===== src/rtl/sorted_three_way_intersection_macros.svh =====
// assertion macros for the three-way intersection block
// expects clk and rst_n in the including module's scope
`ifndef SORTED_THREE_WAY_INTERSECTION_MACROS_SVH
`define SORTED_THREE_WAY_INTERSECTION_MACROS_SVH

`ifndef ASSERT_OFF

// same-cycle implication, checked out of reset
`define STI_ASSERT_IMPLY(lbl, ante, cons) \
  lbl: assert property (@(posedge clk) disable iff (!rst_n) (ante) |-> (cons)) \
    else $error("sti assertion failed");

// next-cycle implication, checked out of reset
`define STI_ASSERT_NEXT(lbl, ante, cons) \
  lbl: assert property (@(posedge clk) disable iff (!rst_n) (ante) |=> (cons)) \
    else $error("sti assertion failed");

`else

`define STI_ASSERT_IMPLY(lbl, ante, cons)
`define STI_ASSERT_NEXT(lbl, ante, cons)

`endif

`endif


===== src/rtl/sti_pkg.sv =====
// shared types and constants for the three-way sorted intersection block
// no dependencies
package sti_pkg;

  localparam int DATA_W    = 32;
  localparam int DEPTH_DEF = 16;

  localparam logic CMD_LOAD = 1'b0;
  localparam logic CMD_RUN  = 1'b1;

  localparam logic [1:0] LIST_A = 2'd0;
  localparam logic [1:0] LIST_B = 2'd1;
  localparam logic [1:0] LIST_C = 2'd2;

  typedef enum logic [1:0] {
    S_IDLE,
    S_FETCH,
    S_COMP,
    S_DONE
  } state_t;

endpackage


===== src/rtl/sorted_three_way_intersection.sv =====
// top level of the three-way sorted intersection block
// depends on sti_pkg and sorted_three_way_intersection_macros.svh
//
//  channel | ports                                             | handshake
//  --------+---------------------------------------------------+----------------------
//  in      | in_command, in_list_select, in_value              | in_valid / in_ready
//  out     | out_common_value, out_is_last, out_none_found,    | out_valid / out_ready
//          | out_overflow                                      |
//
// a load beat is taken even while a result waits on out.
// a run repeats a merge step (list read in fetch, then compare and advance),
// then ends with a list read that finds a list used up and a closing done state,
// which waits for the out slot.
// the three list memories have one read port each, which sets the step pace.
// in_ready is low for the whole run; a stalled out holds the merge in compare.
// synchronous active-low reset clears counts, pointers and flags.
`include "sorted_three_way_intersection_macros.svh"

module sorted_three_way_intersection #(
  parameter int DEPTH = sti_pkg::DEPTH_DEF
) (
  input  logic                              clk,
  input  logic                              rst_n,
  input  logic                              in_valid,
  output logic                              in_ready,
  input  logic                              in_command,
  input  logic [1:0]                        in_list_select,
  input  logic signed [sti_pkg::DATA_W-1:0] in_value,
  output logic                              out_valid,
  input  logic                              out_ready,
  output logic signed [sti_pkg::DATA_W-1:0] out_common_value,
  output logic                              out_is_last,
  output logic                              out_none_found,
  output logic                              out_overflow
);

  localparam int CW = $clog2(DEPTH + 1);
  localparam int AW = (DEPTH > 1) ? $clog2(DEPTH) : 1;
  localparam int DW = sti_pkg::DATA_W;

  sti_pkg::state_t state_r, state_nxt;

  logic signed [DW-1:0] mem_a [DEPTH];
  logic signed [DW-1:0] mem_b [DEPTH];
  logic signed [DW-1:0] mem_c [DEPTH];

  logic signed [DW-1:0] rd_a_r, rd_b_r, rd_c_r;

  logic [CW-1:0] cnt_a_r, cnt_a_nxt, cnt_b_r, cnt_b_nxt, cnt_c_r, cnt_c_nxt;
  logic [CW-1:0] ptr_a_r, ptr_a_nxt, ptr_b_r, ptr_b_nxt, ptr_c_r, ptr_c_nxt;
  logic          drop_r, drop_nxt;

  // pending value doubles as the last matched value, used to skip duplicates
  logic                 pend_v_r, pend_v_nxt;
  logic signed [DW-1:0] pend_val_r, pend_val_nxt;

  logic                 out_valid_r, out_valid_nxt;
  logic signed [DW-1:0] out_val_r, out_val_nxt;
  logic                 out_last_r, out_last_nxt;
  logic                 out_none_r, out_none_nxt;
  logic                 out_ovf_r, out_ovf_nxt;

  logic in_fire, load_fire, run_fire;
  logic out_free, walk_end;
  logic eq_ab, eq_ac, le_ab, le_ac, le_bc, match;
  logic ptrs_in_bound, run_cleared;

  assign in_ready  = (state_r == sti_pkg::S_IDLE);
  assign in_fire   = in_valid && in_ready;
  assign load_fire = in_fire && (in_command == sti_pkg::CMD_LOAD);
  assign run_fire  = in_fire && (in_command == sti_pkg::CMD_RUN);
  assign out_free  = !out_valid_r || out_ready;

  assign walk_end = (ptr_a_r >= cnt_a_r) || (ptr_b_r >= cnt_b_r) || (ptr_c_r >= cnt_c_r);

  // shared compare unit over the three registered heads
  assign eq_ab = (rd_a_r == rd_b_r);
  assign eq_ac = (rd_a_r == rd_c_r);
  assign le_ab = (rd_a_r <= rd_b_r);
  assign le_ac = (rd_a_r <= rd_c_r);
  assign le_bc = (rd_b_r <= rd_c_r);
  assign match = eq_ab && eq_ac && (!pend_v_r || (rd_a_r != pend_val_r));

  // next state
  always_comb begin
    state_nxt = state_r;
    unique case (state_r)
      sti_pkg::S_IDLE: begin
        if (run_fire) state_nxt = sti_pkg::S_FETCH;
      end
      sti_pkg::S_FETCH: begin
        state_nxt = walk_end ? sti_pkg::S_DONE : sti_pkg::S_COMP;
      end
      sti_pkg::S_COMP: begin
        // a match with a pending value needs the out slot
        if (!(match && pend_v_r) || out_free) state_nxt = sti_pkg::S_FETCH;
      end
      sti_pkg::S_DONE: begin
        if (out_free) state_nxt = sti_pkg::S_IDLE;
      end
      default: state_nxt = sti_pkg::S_IDLE;
    endcase
  end

  // datapath and outputs
  always_comb begin
    cnt_a_nxt     = cnt_a_r;
    cnt_b_nxt     = cnt_b_r;
    cnt_c_nxt     = cnt_c_r;
    ptr_a_nxt     = ptr_a_r;
    ptr_b_nxt     = ptr_b_r;
    ptr_c_nxt     = ptr_c_r;
    drop_nxt      = drop_r;
    pend_v_nxt    = pend_v_r;
    pend_val_nxt  = pend_val_r;
    out_valid_nxt = out_valid_r && !out_ready;
    out_val_nxt   = out_val_r;
    out_last_nxt  = out_last_r;
    out_none_nxt  = out_none_r;
    out_ovf_nxt   = out_ovf_r;
    unique case (state_r)
      sti_pkg::S_IDLE: begin
        if (load_fire) begin
          priority case (in_list_select)
            sti_pkg::LIST_A: begin
              if (cnt_a_r < CW'(DEPTH)) cnt_a_nxt = cnt_a_r + 1'b1;
              else drop_nxt = 1'b1;
            end
            sti_pkg::LIST_B: begin
              if (cnt_b_r < CW'(DEPTH)) cnt_b_nxt = cnt_b_r + 1'b1;
              else drop_nxt = 1'b1;
            end
            sti_pkg::LIST_C: begin
              if (cnt_c_r < CW'(DEPTH)) cnt_c_nxt = cnt_c_r + 1'b1;
              else drop_nxt = 1'b1;
            end
            default: ;
          endcase
        end
        if (run_fire) begin
          pend_v_nxt = 1'b0;
        end
      end
      sti_pkg::S_FETCH: ;
      sti_pkg::S_COMP: begin
        if (match) begin
          if (!pend_v_r || out_free) begin
            if (pend_v_r) begin
              out_valid_nxt = 1'b1;
              out_val_nxt   = pend_val_r;
              out_last_nxt  = 1'b0;
              out_none_nxt  = 1'b0;
              out_ovf_nxt   = drop_r;
            end
            pend_v_nxt   = 1'b1;
            pend_val_nxt = rd_a_r;
            ptr_a_nxt    = ptr_a_r + 1'b1;
            ptr_b_nxt    = ptr_b_r + 1'b1;
            ptr_c_nxt    = ptr_c_r + 1'b1;
          end
        end else begin
          // smallest head advances, ties to a then b
          priority if (le_ab && le_ac) ptr_a_nxt = ptr_a_r + 1'b1;
          else if (le_bc)              ptr_b_nxt = ptr_b_r + 1'b1;
          else                         ptr_c_nxt = ptr_c_r + 1'b1;
        end
      end
      sti_pkg::S_DONE: begin
        if (out_free) begin
          out_valid_nxt = 1'b1;
          out_val_nxt   = pend_v_r ? pend_val_r : '0;
          out_last_nxt  = 1'b1;
          out_none_nxt  = !pend_v_r;
          out_ovf_nxt   = drop_r;
          cnt_a_nxt     = '0;
          cnt_b_nxt     = '0;
          cnt_c_nxt     = '0;
          ptr_a_nxt     = '0;
          ptr_b_nxt     = '0;
          ptr_c_nxt     = '0;
          drop_nxt      = 1'b0;
          pend_v_nxt    = 1'b0;
        end
      end
      default: ;
    endcase
  end

  always_ff @(posedge clk) begin
    if (!rst_n) begin
      state_r     <= sti_pkg::S_IDLE;
      cnt_a_r     <= '0;
      cnt_b_r     <= '0;
      cnt_c_r     <= '0;
      ptr_a_r     <= '0;
      ptr_b_r     <= '0;
      ptr_c_r     <= '0;
      drop_r      <= 1'b0;
      pend_v_r    <= 1'b0;
      out_valid_r <= 1'b0;
    end else begin
      state_r     <= state_nxt;
      cnt_a_r     <= cnt_a_nxt;
      cnt_b_r     <= cnt_b_nxt;
      cnt_c_r     <= cnt_c_nxt;
      ptr_a_r     <= ptr_a_nxt;
      ptr_b_r     <= ptr_b_nxt;
      ptr_c_r     <= ptr_c_nxt;
      drop_r      <= drop_nxt;
      pend_v_r    <= pend_v_nxt;
      out_valid_r <= out_valid_nxt;
    end
  end

  always_ff @(posedge clk) begin
    pend_val_r <= pend_val_nxt;
    out_val_r  <= out_val_nxt;
    out_last_r <= out_last_nxt;
    out_none_r <= out_none_nxt;
    out_ovf_r  <= out_ovf_nxt;
  end

  // list memories: append at the count, read at the pointer
  always_ff @(posedge clk) begin
    if (load_fire && (in_list_select == sti_pkg::LIST_A) && (cnt_a_r < CW'(DEPTH))) begin
      mem_a[cnt_a_r[AW-1:0]] <= in_value;
    end
    if (state_r == sti_pkg::S_FETCH) begin
      rd_a_r <= mem_a[ptr_a_r[AW-1:0]];
    end
  end

  always_ff @(posedge clk) begin
    if (load_fire && (in_list_select == sti_pkg::LIST_B) && (cnt_b_r < CW'(DEPTH))) begin
      mem_b[cnt_b_r[AW-1:0]] <= in_value;
    end
    if (state_r == sti_pkg::S_FETCH) begin
      rd_b_r <= mem_b[ptr_b_r[AW-1:0]];
    end
  end

  always_ff @(posedge clk) begin
    if (load_fire && (in_list_select == sti_pkg::LIST_C) && (cnt_c_r < CW'(DEPTH))) begin
      mem_c[cnt_c_r[AW-1:0]] <= in_value;
    end
    if (state_r == sti_pkg::S_FETCH) begin
      rd_c_r <= mem_c[ptr_c_r[AW-1:0]];
    end
  end

  assign out_valid        = out_valid_r;
  assign out_common_value = out_val_r;
  assign out_is_last      = out_last_r;
  assign out_none_found   = out_none_r;
  assign out_overflow     = out_ovf_r;

  assign ptrs_in_bound = (ptr_a_r <= cnt_a_r) && (ptr_b_r <= cnt_b_r) && (ptr_c_r <= cnt_c_r);
  assign run_cleared   = (cnt_a_r == '0) && !drop_r && out_valid_r && out_last_r;

  `STI_ASSERT_IMPLY(a_none_is_last, out_valid_r && out_none_r, out_last_r && (out_val_r == '0))
  `STI_ASSERT_IMPLY(a_ptr_bound, 1'b1, ptrs_in_bound)
  `STI_ASSERT_NEXT(a_run_starts, run_fire, state_r == sti_pkg::S_FETCH)
  `STI_ASSERT_NEXT(a_done_clears, (state_r == sti_pkg::S_DONE) && out_free, run_cleared)

endmodule

===== config.mk =====
export PLATFORM = sky130hd
export DESIGN_NAME = sorted_three_way_intersection
export DESIGN_NICKNAME = d
export VERILOG_FILES = /design/src/rtl/sti_pkg.sv /design/src/rtl/sorted_three_way_intersection.sv
export VERILOG_INCLUDE_DIRS = /design/src /design/src/rtl
export SDC_FILE = /design/constraint.sdc
export NUM_CORES = 2
export LEC_CHECK = 0
export BUFFER_PORTS_ARGS = -buffer_cell sky130_fd_sc_hd__buf_2
export CAP_MARGIN = 15
export CORE_MARGIN = 2
export CORE_UTILIZATION = 68
export DETAILED_ROUTE_END_ITERATION = 7
export PLACE_DENSITY = 0.85
export SLEW_MARGIN = 20
export SYNTH_ARGS = -nofsm -noshare
export SYNTH_HDL_FRONTEND = slang
export SYNTH_SLANG_ARGS = --single-unit

===== constraint.sdc =====
create_clock -name clk -period 17.35 [get_ports clk]
set_clock_uncertainty 0.15 [all_clocks]
set_input_delay 3.47 -clock clk [delete_from_list [all_inputs] [get_ports clk]]
set_output_delay 3.47 -clock clk [all_outputs]
set_load 0.03 [all_outputs]

======== Yosys cells after proc, flatten, opt, wreduce, memory -nomap -nowiden ========
Memories as Yosys holds them, arrays and structs flattened. A register that Yosys moved wholly into a read port is not among the register bits.
Cells that the tools add are included.
Widths: inputs -> output; s select.
operators by class
  add/sub/neg operators ................... 6
  $lt $le $gt $ge ......................... 9
  eq/ne operators ......................... 30
  muxes and demuxes ....................... 72
  bitwise logic cells ..................... 1
  reduce and logical (&&, ||, !) cells .... 40
operator list
  cell                 count
  $mux 32              5
  $mux 5               21
  $le 32x32->1         3
  $eq 32x32->1         2
  $pmux 32 s2          1
  $pmux 5 s2           6
  $reduce_and 5->1     7
  $ne 32x32->1         1
  $add 5x1->5 const B  6
  $mux 1               28
  $ne 3x3->1 const B   8
  $ne 2x1->1 const B   8
  $ge 5x5->1           3
  $lt 5x5->1 const B   3
  $logic_and 1x1->1    14
  $ne 2x2->1 const B   5
  $pmux 1 s2           5
  $pmux 2 s4           1
  $reduce_and 7->1     1
  $eq 2x2->1 const B   3
  $logic_or 1x1->1     6
  $mux 2               3
  $pmux 1 s3           2
  $reduce_and 3->1     2
  other kinds (8)      14
storage, ports and cells
  flip-flop bits (word level) ............. 102
  bits in writable memories ............... 1536
  input port bits ......................... 39
  output and inout bits ................... 37
  logic and storage cells ................. 176
  memories kept ........................... 3
memories
  name   words  width  read ports  clocked after Yosys merged registers in  wr ports  line                                 text
  mem_a  16     32     1           1                                        1         sorted_three_way_intersection.sv:43  logic signed [DW-1:0] mem_a [DEPTH];
  mem_b  16     32     1           1                                        1         sorted_three_way_intersection.sv:44  logic signed [DW-1:0] mem_b [DEPTH];
  mem_c  16     32     1           1                                        1         sorted_three_way_intersection.sv:45  logic signed [DW-1:0] mem_c [DEPTH];

======== Longest topological paths before layout ========
  depth in word-level cells ............... 8
  depth in mapped cells ................... 13
  gate-level depth less buffers ........... 10

======== Worst setup path after synthesis ========
No wires, ideal clock.
  path kind ............................... input to register
  start point ............................. in out_ready
  end point ............................... reg pend_val_r[0], enable pin
  library setup time ...................... 0.502 ns
  data arrival time ....................... 6.849 ns
  data required time ...................... 16.698 ns
  path slack .............................. 9.849 ns
  stages on the path ...................... 4
  path through ............................ nor2b_1 -> and2_1 -> nor2_1 -> nor4bb_1
on the way
  word-level cells in the longest chain between the ends .. 3
ends and longest elaborated chain
  what                               line                                  text
  start: declaration                 sorted_three_way_intersection.sv:30   input logic out_ready,
  $logic_or 1x1->1                   sorted_three_way_intersection.sv:72   assign out_free = !out_valid_r || out_ready;
  $logic_or 1x1->1                   sorted_three_way_intersection.sv:147  if (!pend_v_r || out_free) begin
  $reduce_and 3->1 (no source line)  --
  end signal: assignment             sorted_three_way_intersection.sv:216  pend_val_r <= pend_val_nxt;
  end: declaration                   sorted_three_way_intersection.sv:55   logic signed [DW-1:0] pend_val_r, pend_val_nxt;
No other way between the ends.
A chain may end at the register's enable or synchronous reset.

======== Worst setup path after layout ========
  start point ............................. in in_command
  end point ............................... mem mem_c[13][11] (netlist name), enable pin
on the way
  word-level cells in the longest chain between the ends .. 6
ends and longest elaborated chain
  what                            line                                  text
  start: declaration              sorted_three_way_intersection.sv:26   input logic in_command,
  $not 1->1                       sorted_three_way_intersection.sv:70   assign load_fire = in_fire && (in_command == sti_pkg::CMD_LOAD);
  $logic_and 1x1->1               sorted_three_way_intersection.sv:70
  $logic_and 1x1->1 (2 in a row)  sorted_three_way_intersection.sv:243  if (load_fire && (in_list_select == sti_pkg::LIST_C) && (cnt_c_r < CW'(DEPTH))) begin
  $mux 1                          sorted_three_way_intersection.sv:243
  $mux 1 (implied by the code)    sorted_three_way_intersection.sv:244  mem_c[cnt_c_r[AW-1:0]] <= in_value;
  end: declaration                sorted_three_way_intersection.sv:45
No other way between the ends.

==> metrics.txt <==
Logic pwr share under 10%; Post-synth EDFFs roughly 1,700; most common cell after layout, fill and taps aside edfxtp_1; failing checks DRC; antenna-violating nets left 0; # IOs 76; Post-Place Cells roughly 4,300; status complete, but fails checks; Seq pwr share between 50% and 60%; maxcap violations 0; vias per inst a little under 8; Switching Fraction ~22%; clock group share of total power between 40% and 50%; row cnt 115; register area share after synthesis about three quarters; footprint of the multi-input gates approximately 16,000 um2; Critical Path RT roughly 18 ns; iteration count of the initial detailed-routing pass 8; crit path cell chain buf_2 > nand3b_1 > nor2_1 > nand2_1 > nor2_4; Die Ht about 320 um; Final GP Congestion around 1.0; Initial Utilization just under 70%; LEAKAGE 23.6 nW; Fillers about 4,500; Slew @ Worst Pin approximately 1.2 ns; Layout area overhead 11.2%; layout cells sized above 1 between 20% and 30%; synth unique cells 62; clock sink count roughly 1,700; latest clock arrival within the worst-skew pair between 0.8 and 0.9 ns; CP peak stage delay between 0.9 and 1 ns; Sw Pwr about 1.9 mW; Root Driver clkbuf_16; Synth async-reset ratio 0%; first-pass GRT wire length 279,000 um; largest net degree at the start of global routing 81; DR iter-0 viols 7,499; Slowest-stage cell, CP nor2_4; Num CTS Buffers between 150 and 200; syn_area_per_cell 22.2 um2; part of the cycle the worst path needs ~34%; grt total ovfl 0; DR vias roughly 36,000; Setup crit start kind input port; worst vdd ir between 0.1 and 0.15 mV; unrepaired setup endpoints after global routing no; Pint approximately 6.8 mW; Final Non-Filler Cells ~4,600; Tmin final 5.97 ns; H-tree Lvls 4; Final Setup Violations 0; Hold Vio Cnt, Final 0; post-CTS setup buffer count 0; Final #Nets 3,385; Pwr Density 116 nW/um2; Die Wd 320 um; final wirelength ~200,000 um; Slew Limit Fails 0; PostCTS Resize Cnt 0; vias in the first global route ~36,000; HP Class flip-flop to flip-flop; clock buffer depth 3; Fmax achieved approximately 170 MHz; Top Family by Delay on Critical Path simple AND/OR/NAND/NOR gates; Worst Path Buf+Inv 1; Worst slew margin between 20% and 30%; Synth Cell Area ~68,000 um2; DRC Markers 12; Total GRT Usage between 40% and 50%; Final Core Density between 70% and 80%; cells after synthesis ~3,100; wire length per cell 42.9 um; synth warn 0; #FFs+latches synth ~1,700; IO Port Bufs 75; TritonCTS clock tree built; DIE AREA 103,000 um2; number of hold buffers added after CTS 0; worst path arrival time about 6.2 ns; most frequent cells in the layout edfxtp_1 (1,699), mux4_2 (480), clkbuf_16 (166); initial antenna violation count 32; Core ar. between 90,000 and 100,000 um2; Primary FF master, synth edfxtp_1; CP endpoint kind flip-flop; Reg clk slew, reported paths 0.07 ns; DPL Wire Length ~110,000 um; storage element area roughly 52,000 um2; worst-path maximum fanout 32; setup TNS 0 ns; nets in the synthesized netlist ~3,200; Setup CP Type input port to flip-flop
sequential cells by signal (all words and copies together) (netlist names), 2 cells and up:
name and flops:
rd_c_r 32, rd_b_r 32, mem_b 512, ptr_b_r 5, mem_c 512, pend_val_r 32
ptr_a_r 5, ptr_c_r 5, out_common_value 32, cnt_a_r 5, cnt_b_r 5, state_r 2
mem_a 512, rd_a_r 32, cnt_c_r 5
power groups by stage:
stage / Clock (mW) / Sequential, mW / Combinational, mW
floorplan: 0 / 4.73 / 0.208
finish: 3.67 / 4.66 / 0.412
detailed placement: 0 / 4.75 / 0.376
global route: 3.81 / 4.66 / 0.420
CTS: 3.67 / 4.66 / 0.394
global placement: 0 / 4.75 / 0.353
metal layers:
| metal | global-route usage (%) | share of wire, % | vias up |
|---|---|---|---|
| met1 | 55.4 | 32 | 18200 |
| met4 | 18.8 | 5.7 | 30 |
| met3 | 12.7 | 16 | 759 |
| met2 | 59.5 | 46 | 3785 |
| met5 | 0 | 0.096 | - |
| li1 | - | - | 13200 |
worst register-to-register path: cells and delay by family (launching register included):
kind,cells,cell delay [ns]
mux,2,1.35
flops,1,0.95
buf+inv,2,1.84
final cells by class:
cell class              instances  share of cell area (%)
clock inverters               103                    1.41
inverters                      91                   0.452
repair buffers                113                   0.981
diodes                          6                  0.0199
clock buffers                 202                    5.70
flip-flops and latches       1734                    68.4
multi-input cells            1112                    20.9
well taps                    1287                    2.13
cells by family (layout without fill, tap and decap cells):
family	count (synthesis)	count (layout)	synth area share [%]
AOI/OAI and AO/OA	129	129	1.26
xor gates and xnor gates	40	40	0.515
adders and majority gates	129	129	2.37
buffers and inverters	220	509	1.24
DFF	1734	1734	76.1
muxes	487	487	16.0
other	0	6	0
and+or+nand+nor	327	327	2.54
Yosys cell counts, types with 3 or more instances:
cell / instances / area share [%]
edfxtp_1: 1699 / 75
mux4_2: 480 / 16
ha_1: 129 / 2.4
inv_1: 90 / 0.50
clkbuf_1: 86 / 0.47
nand2_1: 71 / 0.39
nor2_1: 69 / 0.38
a21oi_1: 47 / 0.35
buf_1: 41 / 0.23
nand4_1: 38 / 0.35
and2_1: 37 / 0.34
dfxtp_1: 35 / 1.0
nand3_1: 29 / 0.21
o21ai_0: 24 / 0.18
xnor2_1: 22 / 0.28
nor3_1: 18 / 0.13
xor2_1: 18 / 0.23
nor2b_1: 10 / 0.092
nor4_1: 10 / 0.092
a21o_1: 8 / 0.088
nor4b_1: 7 / 0.090
a32o_1: 6 / 0.088
mux2i_1: 6 / 0.088
nand2b_1: 6 / 0.055
a211o_1: 5 / 0.064
a211oi_1: 5 / 0.055
a31oi_1: 5 / 0.046
or3_1: 5 / 0.046
a21boi_0: 4 / 0.044
and3_1: 4 / 0.037
and4_1: 4 / 0.052
o211a_1: 4 / 0.059
o211ai_1: 4 / 0.044
nand3b_1: 3 / 0.033
per-stage QoR:
step	power, mW	hold slack, ns	instance area (um2)	setup slack [ns]
floorplan	4.93	0.259	68000	9.85
global placement	5.10	0.336	70100	11.01
detailed placement	5.12	0.347	70100	10.89
CTS	8.72	0.386	75500	11.65
global route	8.89	0.409	75600	11.38
finish	8.74	0.395	75600	11.38
path summary, 6_finish.rpt:
check | start | endpoint | slack [ns] | depth (start not counted)
hold / removal | cnt_c_r[4]$_SDFFE_PN0P_ | cnt_c_r[4]$_SDFFE_PN0P_ | 0.40 | 2
setup reg to reg | ptr_c_r[0]$_SDFFE_PN0P_ | rd_c_r[16]$_DFFE_PN_ | 12.75 | 4
setup / recovery | in_command | mem_c[13][11]$_DFFE_PP_ | 11.38 | 5
hold reg to reg | cnt_c_r[4]$_SDFFE_PN0P_ | cnt_c_r[4]$_SDFFE_PN0P_ | 0.40 | 2
Power figures use the tool's default switching activity.
